===== src/hdl/b64enc_pkg.sv =====
// Shared types, constants and the alphabet lookup for the Base64 stream encoder.
`timescale 1ns / 1ps

package b64enc_pkg;

    // Number of group entries buffered between the front and back parts
    localparam int QUEUE_DEPTH = 2;

    localparam logic [7:0] PAD_CHAR = 8'h3D;
    localparam logic [5:0] SIX_MASK = 6'h3F;

    // Count of pending bytes in a group
    localparam logic [1:0] POS_EMPTY = 2'd0;
    localparam logic [1:0] POS_ONE   = 2'd1;
    localparam logic [1:0] POS_TWO   = 2'd2;

    // Character slot inside a four-character group
    localparam logic [1:0] SLOT_LAST = 2'd3;
    localparam logic [1:0] SLOT_PAD1 = 2'd2;

    // One group ready for output: 24-bit word, bytes that were pending before
    // the closing byte (0..2), and whether that byte ended the message
    typedef struct packed {
        logic [23:0] word;
        logic [1:0]  pos;
        logic        fin;
    } group_t;

    // Standard alphabet: A-Z, a-z, 0-9, '+', '/'
    function automatic logic [7:0] b64_char(input logic [5:0] sextet);
        logic [7:0] code;
        code = {2'b00, sextet};
        case (sextet) inside
            [6'd0 : 6'd25]:  b64_char = code + 8'd65;
            [6'd26 : 6'd51]: b64_char = code + 8'd71;
            [6'd52 : 6'd61]: b64_char = code - 8'd4;
            6'd62:           b64_char = 8'h2B;
            default:         b64_char = 8'h2F;
        endcase
    endfunction

endpackage


===== src/hdl/b64enc_front.sv =====
// Front part: accepts bytes, holds partial groups and emits completed groups.
`timescale 1ns / 1ps

module b64enc_front
    import b64enc_pkg::*;
(
    input  logic        aclk,
    input  logic        aresetn,
    input  logic        s_valid,
    output logic        s_ready,
    input  logic [7:0]  s_data_byte,
    input  logic        s_final_byte,
    input  logic        q_full,
    output logic        q_push,
    output group_t      q_group
);

    logic [15:0] held_reg,  held_next;
    logic [1:0]  pos_reg,   pos_next;
    logic [1:0]  pos_eff;
    logic        accept;
    logic        closes;

    // Unused position code is treated as an empty group
    always_comb begin
        case (pos_reg)
            POS_ONE: pos_eff = POS_ONE;
            POS_TWO: pos_eff = POS_TWO;
            default: pos_eff = POS_EMPTY;
        endcase
    end

    assign s_ready = !q_full;
    assign accept  = s_valid && s_ready;
    assign closes  = s_final_byte || (pos_eff == POS_TWO);
    assign q_push  = accept && closes;

    // Assemble the group word from held bytes and the closing byte
    always_comb begin
        q_group.pos = pos_eff;
        q_group.fin = s_final_byte;
        case (pos_eff)
            POS_ONE: q_group.word = {held_reg[15:8], s_data_byte, 8'h00};
            POS_TWO: q_group.word = {held_reg, s_data_byte};
            default: q_group.word = {s_data_byte, 16'h0000};
        endcase
    end

    // Hold state update
    always_comb begin
        held_next = held_reg;
        pos_next  = pos_reg;
        if (accept) begin
            if (closes) begin
                held_next = 16'h0000;
                pos_next  = POS_EMPTY;
            end else if (pos_eff == POS_EMPTY) begin
                held_next = {s_data_byte, 8'h00};
                pos_next  = POS_ONE;
            end else begin
                held_next = {held_reg[15:8], s_data_byte};
                pos_next  = POS_TWO;
            end
        end
    end

    always_ff @(posedge aclk) begin
        if (!aresetn) begin
            held_reg <= 16'h0000;
            pos_reg  <= POS_EMPTY;
        end else begin
            held_reg <= held_next;
            pos_reg  <= pos_next;
        end
    end

endmodule


===== src/hdl/b64enc_queue.sv =====
// Short queue of completed groups between the front and back parts.
`timescale 1ns / 1ps

module b64enc_queue
    import b64enc_pkg::*;
#(
    parameter int Depth = QUEUE_DEPTH
) (
    input  logic   aclk,
    input  logic   aresetn,
    input  logic   push,
    input  group_t push_group,
    output logic   full,
    input  logic   pop,
    output group_t pop_group,
    output logic   empty
);

    localparam int AW = (Depth > 1) ? $clog2(Depth) : 1;
    localparam int CW = $clog2(Depth + 1);

    group_t          entries [Depth];
    logic [AW-1:0]   wr_ptr_reg, wr_ptr_next;
    logic [AW-1:0]   rd_ptr_reg, rd_ptr_next;
    logic [CW-1:0]   count_reg,  count_next;
    logic            do_push, do_pop;

    assign full      = (count_reg == CW'(Depth));
    assign empty     = (count_reg == '0);
    assign do_push   = push && !full;
    assign do_pop    = pop && !empty;
    assign pop_group = entries[rd_ptr_reg];

    // Pointer and count update with wrap at the depth
    always_comb begin
        wr_ptr_next = wr_ptr_reg;
        rd_ptr_next = rd_ptr_reg;
        count_next  = count_reg;
        if (do_push) begin
            wr_ptr_next = (wr_ptr_reg == AW'(Depth - 1)) ? '0 : wr_ptr_reg + 1'b1;
        end
        if (do_pop) begin
            rd_ptr_next = (rd_ptr_reg == AW'(Depth - 1)) ? '0 : rd_ptr_reg + 1'b1;
        end
        case ({do_push, do_pop})
            2'b10:   count_next = count_reg + 1'b1;
            2'b01:   count_next = count_reg - 1'b1;
            default: count_next = count_reg;
        endcase
    end

    always_ff @(posedge aclk) begin
        if (!aresetn) begin
            wr_ptr_reg <= '0;
            rd_ptr_reg <= '0;
            count_reg  <= '0;
        end else begin
            wr_ptr_reg <= wr_ptr_next;
            rd_ptr_reg <= rd_ptr_next;
            count_reg  <= count_next;
        end
    end

    // Entry storage
    always_ff @(posedge aclk) begin
        if (do_push) begin
            entries[wr_ptr_reg] <= push_group;
        end
    end

endmodule


===== src/hdl/b64enc_back.sv =====
// Back part: turns one group into four output characters, one per cycle while m_ready is high.
`timescale 1ns / 1ps

module b64enc_back
    import b64enc_pkg::*;
(
    input  logic        aclk,
    input  logic        aresetn,
    input  logic        q_empty,
    input  group_t      q_group,
    output logic        q_pop,
    output logic        m_valid,
    input  logic        m_ready,
    output logic [7:0]  m_out_char,
    output logic        m_run_end,
    output logic        m_text_end
);

    group_t      grp_reg,       grp_next;
    logic        grp_valid_reg, grp_valid_next;
    logic [1:0]  slot_reg,      slot_next;
    logic        m_valid_reg,   m_valid_next;
    logic [7:0]  char_reg,      char_next;
    logic        run_end_reg,   run_end_next;
    logic        text_end_reg,  text_end_next;
    logic        load;
    logic        grp_done;
    logic [5:0]  sextet;

    assign m_valid    = m_valid_reg;
    assign m_out_char = char_reg;
    assign m_run_end  = run_end_reg;
    assign m_text_end = text_end_reg;

    // Move a character into the output register when it is free or draining
    assign load     = grp_valid_reg && (!m_valid_reg || m_ready);
    assign grp_done = load && (slot_reg == SLOT_LAST);
    assign q_pop    = !q_empty && (!grp_valid_reg || grp_done);

    // Sextet for the current slot
    always_comb begin
        case (slot_reg)
            2'd0:    sextet = grp_reg.word[23:18] & SIX_MASK;
            2'd1:    sextet = grp_reg.word[17:12] & SIX_MASK;
            2'd2:    sextet = grp_reg.word[11:6]  & SIX_MASK;
            default: sextet = grp_reg.word[5:0]   & SIX_MASK;
        endcase
    end

    // Character, padding and end flags for the current slot
    always_comb begin
        char_next     = char_reg;
        run_end_next  = run_end_reg;
        text_end_next = text_end_reg;
        m_valid_next  = m_valid_reg;
        if (load) begin
            if ((slot_reg == SLOT_PAD1) && (grp_reg.pos == POS_EMPTY)) begin
                char_next = PAD_CHAR;
            end else if ((slot_reg == SLOT_LAST) && (grp_reg.pos != POS_TWO)) begin
                char_next = PAD_CHAR;
            end else begin
                char_next = b64_char(sextet);
            end
            run_end_next  = (slot_reg == SLOT_LAST);
            text_end_next = (slot_reg == SLOT_LAST) && grp_reg.fin;
            m_valid_next  = 1'b1;
        end else if (m_ready) begin
            m_valid_next = 1'b0;
        end
    end

    // Group register and slot counter
    always_comb begin
        grp_next       = grp_reg;
        grp_valid_next = grp_valid_reg;
        slot_next      = slot_reg;
        if (load) begin
            slot_next = slot_reg + 1'b1;
        end
        if (grp_done) begin
            grp_valid_next = 1'b0;
        end
        if (q_pop) begin
            grp_next       = q_group;
            grp_valid_next = 1'b1;
            slot_next      = 2'd0;
        end
    end

    always_ff @(posedge aclk) begin
        if (!aresetn) begin
            grp_valid_reg <= 1'b0;
            slot_reg      <= 2'd0;
            m_valid_reg   <= 1'b0;
        end else begin
            grp_valid_reg <= grp_valid_next;
            slot_reg      <= slot_next;
            m_valid_reg   <= m_valid_next;
        end
    end

    always_ff @(posedge aclk) begin
        grp_reg      <= grp_next;
        char_reg     <= char_next;
        run_end_reg  <= run_end_next;
        text_end_reg <= text_end_next;
    end

endmodule


===== src/hdl/base64_stream_encoder.sv =====
// Top level of the Base64 stream encoder: front, group queue and back part.
//
// Channel   Dir  Handshake          Payload
// s_*       in   s_valid/s_ready    s_data_byte[7:0], s_final_byte
// m_*       out  m_valid/m_ready    m_out_char[7:0], m_run_end, m_text_end
//
// A byte is taken when s_valid and s_ready are both high; bytes that close a group
// (third byte or final byte) push a group into a QueueDepth-entry queue. The back part
// emits four characters per group at one per cycle while m_ready is high, so the result
// port sets the rate: sustained input is three bytes per four characters for full groups.
// Synchronous active-low reset clears held bytes, queue and output valid.
// s_ready drops only when the group queue is full; m_ready low stalls the back.
`timescale 1ns / 1ps

module base64_stream_encoder
    import b64enc_pkg::*;
#(
    parameter int QueueDepth = QUEUE_DEPTH
) (
    input  logic        aclk,
    input  logic        aresetn,
    input  logic        s_valid,
    output logic        s_ready,
    input  logic [7:0]  s_data_byte,
    input  logic        s_final_byte,
    output logic        m_valid,
    input  logic        m_ready,
    output logic [7:0]  m_out_char,
    output logic        m_run_end,
    output logic        m_text_end
);

    group_t push_group;
    group_t pop_group;
    logic   q_push, q_pop, q_full, q_empty;

    b64enc_front u_front (
        .aclk         (aclk),
        .aresetn      (aresetn),
        .s_valid      (s_valid),
        .s_ready      (s_ready),
        .s_data_byte  (s_data_byte),
        .s_final_byte (s_final_byte),
        .q_full       (q_full),
        .q_push       (q_push),
        .q_group      (push_group)
    );

    b64enc_queue #(
        .Depth (QueueDepth)
    ) u_queue (
        .aclk       (aclk),
        .aresetn    (aresetn),
        .push       (q_push),
        .push_group (push_group),
        .full       (q_full),
        .pop        (q_pop),
        .pop_group  (pop_group),
        .empty      (q_empty)
    );

    b64enc_back u_back (
        .aclk       (aclk),
        .aresetn    (aresetn),
        .q_empty    (q_empty),
        .q_group    (pop_group),
        .q_pop      (q_pop),
        .m_valid    (m_valid),
        .m_ready    (m_ready),
        .m_out_char (m_out_char),
        .m_run_end  (m_run_end),
        .m_text_end (m_text_end)
    );

endmodule


===== config.mk =====
export PLATFORM = sky130hd
export DESIGN_NAME = base64_stream_encoder
export DESIGN_NICKNAME = d
export VERILOG_FILES = /design/src/hdl/b64enc_pkg.sv /design/src/hdl/b64enc_front.sv /design/src/hdl/b64enc_queue.sv /design/src/hdl/b64enc_back.sv /design/src/hdl/base64_stream_encoder.sv
export SDC_FILE = /design/constraint.sdc
export NUM_CORES = 1
export LEC_CHECK = 0
export BUFFER_PORTS_ARGS = -buffer_cell sky130_fd_sc_hd__buf_4
export CORE_UTILIZATION = 30
export CTS_CLUSTER_DIAMETER = 40
export DETAILED_ROUTE_END_ITERATION = 8
export PLACE_DENSITY = 0.5
export SETUP_SLACK_MARGIN = 0.3
export SYNTH_ARGS = -nofsm -noshare
export SYNTH_HDL_FRONTEND = slang
export SYNTH_SLANG_ARGS = --single-unit

===== constraint.sdc =====
create_clock -name aclk -period 9.8 [get_ports aclk]
set_clock_uncertainty 0.05 [all_clocks]
set_input_delay 1.47 -clock aclk [delete_from_list [all_inputs] [get_ports aclk]]
set_output_delay 1.47 -clock aclk [all_outputs]
set_load 0.02 [all_outputs]

==> flow_summary.json <==
{
  "cts-root-buf": "clkbuf_16",
  "rr_worst_depth": 9,
  "fillers": 1566,
  "synth_fp_nets": 419,
  "finalHoldViolations": 0,
  "area_delta_synth_final_pct": 20.01,
  "worstMarginPinSlew_ps": 994.2,
  "ys_ff_latch": 117,
  "period_share": 0.3500,
  "rsz0062_at_grt": "no",
  "clkSinkCount": 117,
  "die_h_um": 132.8,
  "criticalPathCategory": "flop to flop",
  "required_ps": 9910,
  "crit_arrival_ps": 3540,
  "whs_path_depth": 2,
  "postSynthCellCount": 394,
  "tritoncts": "done",
  "fmax_mhz": 291.5,
  "setup_viol": 0,
  "layout_common_cells": "91 x edfxtp_1, 33 x nand2_1, 29 x mux2_2, 28 x buf_4, 26 x dfxtp_1",
  "yosysWarnings": 0,
  "r2r-start": "u_back.slot_reg[0]",
  "hold_buffers": 0,
  "p_leak_nw": 2.166,
  "wl_per_cell_um": 16.04,
  "p_per_area_nw_per_um2": 345.3,
  "cts_resized": 0,
  "numCtsBuffers": 17,
  "pwr-share-clk": 0.310,
  "dr.first_iter.drc_count": 234,
  "netlist_area_sq_um": 5134,
  "post-route-min-period_ps": 3430,
  "antenna_found_initial": 0,
  "insertion_delay_ps": 420,
  "startpoint_type": "flop",
  "final.hold.worst_slack_ps": 415.1,
  "slew_violations": 0,
  "postRouteAntennaNets": 0,
  "dp_hpwl_um": 7144,
  "num_vias": 3141,
  "synth_top_area_frac": 0.5323,
  "h-tree-depth": 4,
  "initial_core_util": 0.3085,
  "p_comb_frac": 0.339,
  "clk_pin_slew_ps": 60,
  "power.internal_mw": 1.413,
  "hold_class": "flop to flop",
  "drtPass1Iterations": 5,
  "drive_gt1_frac": 0.2334,
  "drc": 0,
  "grt_max_degree": 30,
  "maxCapViolCount": 0,
  "synthFlopType": "edfxtp_1",
  "status": "complete, no violations",
  "grt-ovfl-total": 0,
  "switching_power_mw": 0.7146,
  "ys_types": 50,
  "async_reset_ff_frac": 0,
  "cts_setup_buffers": 0,
  "diodes": 0,
  "largest_reg_flops": 54,
  "switching_share": 0.3359,
  "routed_wl_um": 10540,
  "gp_congestion": 0.8390,
  "layout_commonest_cell": "edfxtp_1",
  "synth-seq-area-share": 0.6337,
  "min_from": "u_front.held_reg[13]",
  "grt_pass1_vias": 3143,
  "synth_top_cell_by_area": "edfxtp_1",
  "ir_drop_uv": 165.7,
  "p_seq_frac": 0.350,
  "post-route-util": 0.3702,
  "grtUsageTotal": 0.1281,
  "maxSlewHeadroom": 0.3358,
  "fp.dieW_um": 132.8,
  "io_pins": 25,
  "core_area_sq_um": 16640,
  "fp-row-count": 47,
  "io_buffers": 24,
  "cp_max_fo": 17,
  "synth_edf_count": 91,
  "via_per_inst": 4.781,
  "fin_nets": 449,
  "critPathLaunch": "u_back.slot_reg[0]",
  "grt_pass1_wl_um": 16870,
  "avgSynthCellArea_sq_um": 13.03,
  "clock_path_buffers": 2,
  "synth_top_cells_by_area": "edfxtp_1 53%, dfxtp_1 10%, mux2_2 6.4%",
  "die-area_sq_um": 17640,
  "tns_ps": 0,
  "worstSetupEndpointType": "flop"
}
worst max-delay path, cell delays in order (launching register included):
cell	delay [ps]
dfxtp_1	360
ha_1	680
mux2i_2	600
inv_1	150
ha_1	290
nor2_1	220
nor2_1	120
o31ai_2	420
and3b_1	230
nor3_2	40
cell usage after synthesis, drive strengths merged (2+ instances only):
master and instances:
edfxtp 91, nand2 33, mux2 29, dfxtp 26, nor2 22, a22oi 20
inv 17, o21ai 17, clkbuf 14, a21boi 13, and2 13, a21oi 12
ha 12, nand3 12, nor2b 8, nor3 6, xnor2 6, a222oi 4
mux2i 4, a31oi 3, buf 3, nand2b 3, o21a 3, a21o 2
a22o 2
power groups by stage:
stage | combinational, mW | clock, mW | sequential [mW]
2_1_floorplan | 0.522 | 0 | 0.773
3_3_place_gp | 0.716 | 0 | 0.756
3_5_place_dp | 0.717 | 0 | 0.757
4_1_cts | 0.723 | 0.672 | 0.747
5_1_grt | 0.789 | 0.697 | 0.758
6_report | 0.722 | 0.660 | 0.746
cell type report:
cell class / count / area (sq um) / share of cell area
repair buffers: 28 / 210.2 / 0.03412
clock inverters: 14 / 201.4 / 0.03270
well taps: 220 / 275.3 / 0.04468
clock buffers: 18 / 429.2 / 0.06966
flip-flops and latches: 117 / 3253 / 0.5280
inverters: 17 / 63.81 / 0.01036
multi-input cells: 243 / 1728 / 0.2805
metrics by stage:
step	setup slack (ps)	area (sq um)	instances	power [mW]
after detailed placement	6397	5530	625	1.474
after global placement	6451	5530	625	1.472
after global routing	6129	6161	657	2.244
after floorplan	5781	5134	394	1.295
final	6370	6161	657	2.127
after CTS	6391	6161	657	2.142
kinds of logic (layout without fill, tap and decap cells):
group,count (synthesis),in the layout,share of synthesized area
AOI/OAI and AO/OA,85,85,0.1192
xor gates and xnor gates,7,7,0.01194
adders and majority gates,12,12,0.02925
buffers and inverters,34,77,0.03120
DFF,117,117,0.6337
muxes,33,33,0.07287
other,1,1,0.0007305
and+or+nand+nor,105,105,0.1012
worst paths after layout:
| kind | to | slack, ps |
|---|---|---|
| max reg2reg | u_back.m_out_char[1] | 6370 |
| max | u_back.m_out_char[1] | 6370 |
| min | u_front.held_reg[13] | 420 |
| min reg2reg | u_front.held_reg[13] | 420 |
per-layer routing:
metal	track usage	share of wire	vias up
met5	0	0	-
met4	0.05939	0.017	0
met2	0.2013	0.47	66
met1	0.1623	0.48	1536
li1	-	-	1522
met3	0.03716	0.035	17
(Power assumes the default switching activity.)
